===== config.mk =====
export PLATFORM = sky130hd
export DESIGN_NAME = ptf_mac
export DESIGN_NICKNAME = d
export VERILOG_FILES = /design/src/sv/polyline_tube_frame_assert.svh /design/src/sv/ptf_pkg.sv /design/src/sv/ptf_mac.sv
export SDC_FILE = /design/constraint.sdc
export NUM_CORES = 2
export LEC_CHECK = 0
export ABC_AREA = 0
export BUFFER_PORTS_ARGS = -buffer_cell sky130_fd_sc_hd__buf_2
export CAP_MARGIN = 5
export CELL_PAD_IN_SITES_DETAIL_PLACEMENT = 1
export CELL_PAD_IN_SITES_GLOBAL_PLACEMENT = 2
export CORE_UTILIZATION = 43
export CTS_CLUSTER_DIAMETER = 30
export DETAILED_ROUTE_END_ITERATION = 8
export HOLD_SLACK_MARGIN = 0.1
export PLACE_DENSITY = 0.88
export REMOVE_ABC_BUFFERS = 1
export SKIP_CTS_REPAIR_TIMING = 1
export SYNTH_ARGS = -nofsm -noshare
export SYNTH_HDL_FRONTEND = slang
export SYNTH_SLANG_ARGS = --single-unit

===== constraint.sdc =====
create_clock -name clk -period 10.35 [get_ports clk]
set_input_delay 0 -clock clk [delete_from_list [all_inputs] [get_ports clk]]
set_output_delay 0 -clock clk [all_outputs]
set_load 0.01 [all_outputs]

===== src/sv/polyline_tube_frame_assert.svh =====
// ----------------------------------------------------------------------------
// Assertion macros for the polyline tube frame block
// Shared implication and next-cycle checks, clocked on clk with arst_n.
// ----------------------------------------------------------------------------
`ifndef POLYLINE_TUBE_FRAME_ASSERT_SVH
`define POLYLINE_TUBE_FRAME_ASSERT_SVH

// Same-cycle implication.
`define PTF_ASSERT_IMP(lbl, ante, cons, msg) \
	lbl: assert property (@(posedge clk) disable iff (!arst_n) (ante) |-> (cons)) else $error(msg);

// Next-cycle implication.
`define PTF_ASSERT_NXT(lbl, ante, cons, msg) \
	lbl: assert property (@(posedge clk) disable iff (!arst_n) (ante) |=> (cons)) else $error(msg);

`endif


===== src/sv/ptf_pkg.sv =====
// ----------------------------------------------------------------------------
// Polyline tube frame package
// Request and vertex types, fixed widths and shared control types.
// ----------------------------------------------------------------------------
package ptf_pkg;

	localparam int COORD_W  = 32;
	localparam int NORM_W   = 16;
	localparam int IDX_W    = 32;
	localparam int COLOR_W  = 24;
	localparam int PADDR_W  = 3;
	localparam int MUL_W    = 33;
	localparam int ACC_W    = 66;
	localparam int MAG_W    = 48;

	localparam logic [31:0] MIN_TSQ_RST = 32'd512;
	localparam logic        REG_MIN_TSQ = 1'b0;
	localparam logic signed [NORM_W-1:0] UNIT_NRM = NORM_W'(1 << (NORM_W - 2));

	typedef struct packed {
		logic signed [COORD_W-1:0] pos_x;
		logic signed [COORD_W-1:0] pos_y;
		logic signed [COORD_W-1:0] pos_z;
		logic [COLOR_W-1:0]        color_rgb;
		logic                      last_point;
	} point_t;

	typedef struct packed {
		logic signed [COORD_W-1:0] out_x;
		logic signed [COORD_W-1:0] out_y;
		logic signed [COORD_W-1:0] out_z;
		logic signed [COORD_W-1:0] tan_x;
		logic signed [COORD_W-1:0] tan_y;
		logic signed [COORD_W-1:0] tan_z;
		logic signed [NORM_W-1:0]  nrm_x;
		logic signed [NORM_W-1:0]  nrm_y;
		logic signed [NORM_W-1:0]  nrm_z;
		logic [COLOR_W-1:0]        vertex_color;
		logic [IDX_W-1:0]          vertex_index;
		logic                      last_vertex;
	} vertex_t;

	typedef enum logic [1:0] {MAC_HOLD, MAC_LOAD, MAC_ADD, MAC_SUB} mac_op_t;

	typedef struct packed {
		logic start;
		logic is_sqrt;
	} rd_ctl_t;

endpackage


===== src/sv/ptf_mac.sv =====
// ----------------------------------------------------------------------------
// Polyline tube frame multiply-accumulate unit
// One registered signed multiplier feeding a load/add/subtract accumulator.
// ----------------------------------------------------------------------------
module ptf_mac
	import ptf_pkg::*;
(
	input  logic                    clk,
	input  logic signed [MUL_W-1:0] a,
	input  logic signed [MUL_W-1:0] b,
	input  mac_op_t                 op,
	output logic signed [ACC_W-1:0] acc
);

	logic signed [ACC_W-1:0] prod_s1;
	logic signed [ACC_W-1:0] acc_q;

	always_ff @(posedge clk) begin
		prod_s1 <= a * b;
		case (op)
			MAC_LOAD: acc_q <= prod_s1;
			MAC_ADD:  acc_q <= acc_q + prod_s1;
			MAC_SUB:  acc_q <= acc_q - prod_s1;
			default:  acc_q <= acc_q;
		endcase
	end

	assign acc = acc_q;

endmodule


==> impl_metrics.toml <==
[run_status]
outcome = "complete, no violations"

[timing]
finalSetupTns_ps = 0
worst_pin_slew_ps = 1080
finalClockSkew_ps = 11.8
hold_slack_ps = 99.4
max_clock_freq_mhz = 122
period_share = 0.794
final_hold_viol_count = 0
layout_setup_ws_ps = 2130
drv_slew = 0
rsz0062_at_grt = "false"
slew_headroom = 0.280
setup_viol = 0
fin_crit_ps = 8220

[logic_synthesis]
synthXorXnorAreaFrac = 0.0339
synth_top_family_by_area = "adder cells"
syn_inst = 5265
synth_common_cells = "1192 x inv_1, 1146 x fa_1, 646 x nand2_1"
synth-simple-area-share = 0.160
synth_top_area_share = 0.475
synth-edff-count = 66
yosys.cell_count.top_type = "inv_1"
postSynth.asyncResetShare = 0
ys.flop_type = "edfxtp_1"
ys_warn_count = 0
synth_mux_area_frac = 0.0107
synth_compound_area_frac = 0.0660
avgSynthCellArea_um2 = 9.17
synthAdderAreaFrac = 0.549
yosysSeqAreaShare = 0.0684
ys_seq_elements = 132
synth_area_mm2 = 0.0483
synth_cell_type_count = 82
synth.area.top_cells = "fa_1 48%, inv_1 9.3%, ha_1 7.3%"
yosysTopAreaCell = "fa_1"

[final_layout]
layout-drive-gt1-share = 0.0482
areaGrowthSynthToFinish_pct = 4.77
regArea_mm2 = 0.00330
nFillCells = 12962
num-nets-final = 6688
multi_input_area_mm2 = 0.0395

[floorplan]
start_util = 0.435
fp.dieH_um = 337
pin_count = 135
coreArea_mm2 = 0.111
dieArea_mm2 = 0.114
num_rows = 122
dieWidth_um = 337

[critical_path]
crit_slowest_cell = "fa_1"
critical_path_arrival_ps = 8570
path_max_fanout = 33
end_kind = "flop"
crit_top_cell = "fa_1"
cp_data_required_time_ps = 10700
start_kind = "primary input"
critPathKind = "primary input to flop"
cp_cell_sequence = "buf_2 > nand2_1 > inv_1 > fa_1 > inv_1 > fa_1 > fa_1 > inv_1 > fa_1 > fa_1 > fa_1 > fa_1 > inv_1 > fa_1 > inv_1 > ha_1 > a21o_1 > a211oi_1 > o21ai_0 > and3_1 > a31oi_1 > o21ai_1 > a2111o_1 > o311ai_1"
critPathMaxStageDelay_ps = 1080
worst_setup_path_startpoint = "b[6]"
r2r_start = "prod_s1[27]"

[flow_run]
maxCapViolCount = 0

[min_path]
hold_path_class = "primary input to flop"
holdCritStartpoint = "op[1]"

[global_route]
grt_overflow = 0
grt_util_all_layers = 0.279
antenna_found_initial = 3
grt_pass1_wl_mm = 240
grt_pass1_vias = 40791
grt_max_degree = 67

[clock_network]
root_buffer = "clkbuf_16"
cts-htree-levels = 4
insertion_delay_ps = 440
clock-sinks = 132
cts_tree = "yes"
cts_buffer_depth = 2
path_clk_slew_ps = 60
cts_buffers = 17

[route]
drc = 0
drt_iter0_drc = 2179
first_pass_iters = 5
routedWlPerCell_um = 22.9
vias = 35803
wl_mm = 153
ant_nets = 0
viasPerCell = 5.35

[placed_design]
gp_congestion = 0.911
place_hpwl_mm = 125
pre_cts_ws_ps = 1690
portBuffers = 134
## through the flow
stage                     utilization  cell area (µm²)  std cells
after floorplan                     -            47300       5015
after global placement          0.451            50000       6659
after detailed placement        0.451            50000       6659
after CTS                       0.456            50600       6691
after global routing            0.456            50600       6692
final                           0.456            50600       6692
## placed cells by master, fill, tap and decap left out, types with 30 or more instances in the layout
cell type  instances
inv_1           1192
fa_1            1146
nand2_1          646
and2_1           544
ha_1             283
a21oi_1          158
buf_2            134
xnor2_1          123
nor2_1           113
o21ai_0           89
a21o_1            67
edfxtp_1          66
dfxtp_1           66
xor2_1            62
mux2_2            44
nand3_1           30
nor3_1            30
## cell families (layout without fill, tap and decap cells)
kind of cell	count (synthesis)	count (layout)
XOR/XNOR	186	186
AO/OA/AOI/OAI	500	500
flip-flops	132	132
buffers and inverters	1443	1381
adder cells (fa/ha/maj)	1429	1429
other	0	1
AND/OR/NAND/NOR	1529	1529
multiplexers	46	46
## critical path: cells and delay by family
family / cells / cell delay, ps
simple gates: 2 / 490
fa+ha+maj: 9 / 5040
buf+inv: 6 / 1150
compound gates: 7 / 1850
## per-layer routing
layer | vias to the layer above | track usage | part of all wire
met5 | - | 0 | 0.00011
met4 | 2 | 0.0549 | 0.018
met1 | 18928 | 0.395 | 0.45
met3 | 145 | 0.0445 | 0.073
met2 | 1149 | 0.451 | 0.46
li1 | 15579 | - | -
## sequential cells by signal, summed over array words and instances (netlist names)
register,flops
acc,66
prod_s1,66
## path summary, 6_finish.rpt
path	end	depth (start not counted)	slack [ps]
worst min-delay path	acc[1]	2	100
worst max-delay path	prod_s1[59]	24	2130
worst max register to register	acc[61]	18	4410
worst min register to register	acc[65]	1	550
## area by class of cell
class,count,share of cell area
inverters,1193,0.0886
clock inverters,13,0.00218
diodes,1,0.0000495
repair buffers,156,0.0165
multi-input cells,3690,0.782
well taps,1488,0.0368
flip-flops and latches,132,0.0653
clock buffers,19,0.00876
Power is not shown: default switching activity piles up to over one toggle a cycle in this logic, so the estimate is an artifact.
