--- config.mk ---
export PLATFORM = sky130hd
export DESIGN_NAME = ptf_root_div
export DESIGN_NICKNAME = d
export VERILOG_FILES = /design/src/sv/polyline_tube_frame_assert.svh /design/src/sv/ptf_pkg.sv /design/src/sv/ptf_root_div.sv
export SDC_FILE = /design/constraint.sdc
export NUM_CORES = 1
export LEC_CHECK = 0
export BUFFER_PORTS_ARGS = -buffer_cell sky130_fd_sc_hd__buf_2
export CORE_ASPECT_RATIO = 1.5
export CORE_MARGIN = 2
export CORE_UTILIZATION = 47
export DETAILED_ROUTE_END_ITERATION = 8
export PLACE_DENSITY_LB_ADDON = 0.12
export SKIP_LAST_GASP = 1
export SLEW_MARGIN = 20
export SYNTH_ARGS = -nofsm -noshare
export SYNTH_HDL_FRONTEND = slang
export SYNTH_SLANG_ARGS = --single-unit
--- constraint.sdc ---
create_clock -name clk -period 9.1 [get_ports clk]
set_input_delay 0.455 -clock clk [delete_from_list [all_inputs] [get_ports clk]]
set_output_delay 0.455 -clock clk [all_outputs]
set_load 0.005 [all_outputs]
--- src/sv/polyline_tube_frame_assert.svh ---
// ----------------------------------------------------------------------------
// Assertion macros for the polyline tube frame block
// Shared implication and next-cycle checks, clocked on clk with arst_n.
// ----------------------------------------------------------------------------
`ifndef POLYLINE_TUBE_FRAME_ASSERT_SVH
`define POLYLINE_TUBE_FRAME_ASSERT_SVH

// Same-cycle implication.
`define PTF_ASSERT_IMP(lbl, ante, cons, msg) \
	lbl: assert property (@(posedge clk) disable iff (!arst_n) (ante) |-> (cons)) else $error(msg);

// Next-cycle implication.
`define PTF_ASSERT_NXT(lbl, ante, cons, msg) \
	lbl: assert property (@(posedge clk) disable iff (!arst_n) (ante) |=> (cons)) else $error(msg);

`endif

--- src/sv/ptf_pkg.sv ---
// ----------------------------------------------------------------------------
// Polyline tube frame package
// Request and vertex types, fixed widths and shared control types.
// ----------------------------------------------------------------------------
package ptf_pkg;

	localparam int COORD_W  = 32;
	localparam int NORM_W   = 16;
	localparam int IDX_W    = 32;
	localparam int COLOR_W  = 24;
	localparam int PADDR_W  = 3;
	localparam int MUL_W    = 33;
	localparam int ACC_W    = 66;
	localparam int MAG_W    = 48;

	localparam logic [31:0] MIN_TSQ_RST = 32'd512;
	localparam logic        REG_MIN_TSQ = 1'b0;
	localparam logic signed [NORM_W-1:0] UNIT_NRM = NORM_W'(1 << (NORM_W - 2));

	typedef struct packed {
		logic signed [COORD_W-1:0] pos_x;
		logic signed [COORD_W-1:0] pos_y;
		logic signed [COORD_W-1:0] pos_z;
		logic [COLOR_W-1:0]        color_rgb;
		logic                      last_point;
	} point_t;

	typedef struct packed {
		logic signed [COORD_W-1:0] out_x;
		logic signed [COORD_W-1:0] out_y;
		logic signed [COORD_W-1:0] out_z;
		logic signed [COORD_W-1:0] tan_x;
		logic signed [COORD_W-1:0] tan_y;
		logic signed [COORD_W-1:0] tan_z;
		logic signed [NORM_W-1:0]  nrm_x;
		logic signed [NORM_W-1:0]  nrm_y;
		logic signed [NORM_W-1:0]  nrm_z;
		logic [COLOR_W-1:0]        vertex_color;
		logic [IDX_W-1:0]          vertex_index;
		logic                      last_vertex;
	} vertex_t;

	typedef enum logic [1:0] {MAC_HOLD, MAC_LOAD, MAC_ADD, MAC_SUB} mac_op_t;

	typedef struct packed {
		logic start;
		logic is_sqrt;
	} rd_ctl_t;

endpackage

--- src/sv/ptf_root_div.sv ---
// ----------------------------------------------------------------------------
// Polyline tube frame root and divide unit
// Restoring square root (two bits a step) and division (one bit a step)
// sharing one subtractor.
// ----------------------------------------------------------------------------
module ptf_root_div
	import ptf_pkg::*;
(
	input  logic        clk,
	input  logic        arst_n,
	input  rd_ctl_t     ctl,
	input  logic [63:0] x,
	input  logic [31:0] den,
	output logic        done,
	output logic [31:0] res
);

	localparam logic [4:0] SQRT_LAST = 5'd31;
	localparam logic [4:0] DIV_LAST  = 5'd15;

	logic [33:0] rem_q;
	logic [31:0] root_q;
	logic [31:0] den_q;
	logic [63:0] xs_q;
	logic [4:0]  cnt_q;
	logic        run_q;
	logic        sqrt_q;
	logic        done_q;
	logic [33:0] r2;
	logic [33:0] trial;
	logic [33:0] diff;
	logic        ge;

	always_comb begin
		r2    = sqrt_q ? {rem_q[31:0], xs_q[63:62]} : {rem_q[32:0], xs_q[63]};
		trial = sqrt_q ? {root_q, 2'b01} : {2'b00, den_q};
		ge    = r2 >= trial;
		diff  = r2 - trial;
	end

	always_ff @(posedge clk or negedge arst_n) begin
		if (!arst_n) begin
			run_q  <= 1'b0;
			done_q <= 1'b0;
			cnt_q  <= '0;
			sqrt_q <= 1'b0;
		end else if (ctl.start) begin
			run_q  <= 1'b1;
			done_q <= 1'b0;
			cnt_q  <= '0;
			sqrt_q <= ctl.is_sqrt;
		end else if (run_q) begin
			cnt_q <= cnt_q + 5'd1;
			if (cnt_q == (sqrt_q ? SQRT_LAST : DIV_LAST)) begin
				run_q  <= 1'b0;
				done_q <= 1'b1;
			end
		end else begin
			done_q <= 1'b0;
		end
	end

	always_ff @(posedge clk) begin
		if (ctl.start) begin
			root_q <= '0;
			den_q  <= den;
			rem_q  <= ctl.is_sqrt ? 34'd0 : x[49:16];
			xs_q   <= ctl.is_sqrt ? x : {x[15:0], 48'd0};
		end else if (run_q) begin
			rem_q  <= ge ? diff : r2;
			root_q <= {root_q[30:0], ge};
			xs_q   <= sqrt_q ? {xs_q[61:0], 2'b00} : {xs_q[62:0], 1'b0};
		end
	end

	assign done = done_q;
	assign res  = root_q;

endmodule

==> metrics.txt <==
fin crit period 4.70 ns; R2R setup slack between 4 and 5 ns; hold-critical path depth 1; WHS Endpoint den_q[20]; post-CTS resize count 0; Core Box Area between 0.02 and 0.025 mm²; Final WS setup between 4 and 5 ns; fin crit share approximately half; CP startpoint kind register; unrepaired setup endpoints after global routing no; final hold vios 0; Area growth syn-to-layout 13.9%; PwrDens between 200 and 300 mW/mm²; Worst R2R End rem_q[29]; # setup viols final 0; Worst path max stage delay ~0.73 ns; Detail Route Antenna Nets 0; Initial Util between 40 and 50%; Clk Latency, worst-skew pair between 0.4 and 0.5 ns; post-synth top area cell edfxtp_1; Clock transition at path regs 0.07 ns; Iter 0 DRT Violations between 400 and 500; max-slew violation count 0; CTS buffer count 17; FF-to-FF Start sqrt_q; worst slew pin tran ~1.1 ns; share of cells above drive strength 1 roughly a fifth; Nets 1180; worst vdd ir about 160 µV; fmax approximately 210 MHz; reg2reg path depth 11; clk_skew about 0.01 ns; Avg Inst Size Synth 10.6 µm²; Setup TNS Final 0 ns; critical path required time 9.29 ns; Unique masters post-synth 55; initial antenna violation count 0; most frequent cells in the layout mux2i_1, buf_2, edfxtp_1, nand2_1, o21ai_0; die width ~120 µm; # DRC 0; Longest Clk Path Bufs 2; Place WS between 4 and 5 ns; Ant. Diodes 0; YS warnings 0; ys flop type edfxtp_1; Post-Syn Area 0.0101 mm²; post-DP HPWL about 18 mm; HP Start den[20]; outcome finished clean; register area share after synthesis a little under half; I/O pin cnt between 100 and 150; largest net degree at the start of global routing 81; DIE AREA approximately 0.023 mm²; PortBufs around 130; total congestion overflow 0; Worst EP arrival 4.89 ns; Synth Instances approximately 950; RD Place Congestion approximately 0.9; WL per Instance approximately 18 µm; relative slew slack 29.1%; # clock sinks ~170; # rows 65; largest cells by area after synthesis edfxtp_1, mux2i_1, dfxtp_1, ha_1, mux2_2; Post-Syn Nets around 1100; CP max FO 38; Static Leakage just over 5 nW; Crit-path slowest cell dfrtp_4; ys async rst share under 10%; first-pass GRT wire length 37.5 mm; worst-path cell chain buf_4 -> mux2i_1 -> ha_1 -> a21oi_1 -> o21ai_0 -> a311oi_2 -> a31oi_1 -> or4_1 -> nand2_8 -> nor2_1 -> a221o_1; Tot GR Track Use 21.3%; CTS root buf clkbuf_16; Die Ht about 180 µm; most common cell after layout, fill and taps aside mux2i_1; final wirelength roughly 24 mm; count of state elements after synthesis between 150 and 200; CP Class reg2reg; number of global-route vias before repair a little over 7000; TritonRoute pass-1 iters 5; H-tree depth 4; Vias ~7400; Vias per Instance roughly 5.6; max-cap viol count 0; worst hold path type in2reg; Synth top area share around 39%; number of flops mapped to enable cells by yosys 129; Worst Setup End Kind register; TritonCTS clock tree built; # fillers 1931
==> per-layer routing <==
layer  GRT usage, %  share of wire (%)
met2           35.1                 50
met4           6.36                1.4
met1           28.5                 44
met5              0                  0
met3           3.70                4.6
==> how the worst max path moves through the flow <==
stage	from	to	slack, ns
CTS	sqrt_q	rem_q[29]	4.39
finish	sqrt_q	rem_q[29]	4.40
global route	sqrt_q	rem_q[19]	4.09
global placement	sqrt_q	rem_q[21]	4.48
floorplan	sqrt_q	rem_q[10]	4.42
detailed placement	sqrt_q	rem_q[29]	4.41
==> through the flow <==
step | cells | total power, mW | area, µm² | utilization (%) | hold slack (ns)
CTS | 1324 | 3.25 | 11400 | 54.3 | 0.170
floorplan | 948 | 2.23 | 10100 | - | 0.159
finish | 1325 | 3.24 | 11500 | 54.4 | 0.188
detailed placement | 1291 | 2.54 | 10900 | 51.5 | 0.323
global placement | 1291 | 2.53 | 10900 | 51.5 | 0.319
global route | 1325 | 3.45 | 11500 | 54.4 | 0.168
==> registers in the layout, indices dropped and copies added (netlist names) <==
name,cells
run_q,1
res,32
sqrt_q,1
cnt_q,5
done,1
rem_q,33
den_q,32
xs_q,64
==> cells in the mapped netlist, types with 7 or more instances <==
| cell | count |
|---|---|
| o21a_1 | 7 |
| dfrtp_1 | 8 |
| a21oi_1 | 53 |
| nor2b_1 | 20 |
| nand4_1 | 16 |
| nand3_1 | 13 |
| ha_1 | 35 |
| xnor2_1 | 21 |
| nor2_1 | 56 |
| o21ai_0 | 65 |
| o21ai_1 | 17 |
| nand2_1 | 95 |
| inv_1 | 12 |
| mux2_2 | 34 |
| buf_1 | 12 |
| a21o_1 | 16 |
| and3_1 | 8 |
| xor2_1 | 11 |
| mux2i_1 | 144 |
| dfxtp_1 | 32 |
| a211oi_1 | 23 |
| clkbuf_1 | 48 |
| edfxtp_1 | 129 |
==> cells by family after synthesis <==
family | share of synthesized area [%]
and+or+nand+nor | 10.5
AOI/OAI and AO/OA | 13.9
muxes | 18.1
DFF | 46.9
buffers and inverters | 3.23
adders and majority gates | 4.55
xor gates and xnor gates | 2.79
==> timing repair <==
item                      4_1_cts  5_1_grt
buffers inserted                0        0
hold endpoints to repair        8        0
hold buffers                    1        0
==> critical path: cells and delay by family, from the launching register on <==
family                   cells  cell delay, ns
adder cells (fa/ha/maj)      1            0.32
multiplexers                 1            0.25
buffers and inverters        1            0.55
flip-flops                   1            0.73
AND/OR/NAND/NOR              3            1.15
AO/OA/AOI/OAI                5            1.40
==> power by group <==
| group | switching, mW | total, mW | leakage [nW] | internal (mW) |
|---|---|---|---|---|
| clock | 0.343 | 0.710 | 0.283 | 0.367 |
| sequential | 0.0644 | 1.05 | 1.77 | 0.985 |
| combinational | 0.845 | 1.48 | 2.99 | 0.634 |
| total | 1.25 | 3.24 | 5.05 | 1.99 |
==> cell type report <==
cell class / count / area [µm²] / area share, %
clock buffer: 17 / 425 / 3.71
clock inverter: 15 / 150 / 1.31
inverter: 12 / 45.0 / 0.393
multi-input combinational: 702 / 5030 / 43.9
sequential: 169 / 4720 / 41.2
tap: 268 / 335 / 2.93
timing repair buffer: 142 / 753 / 6.57
(Power assumes the default switching activity.)
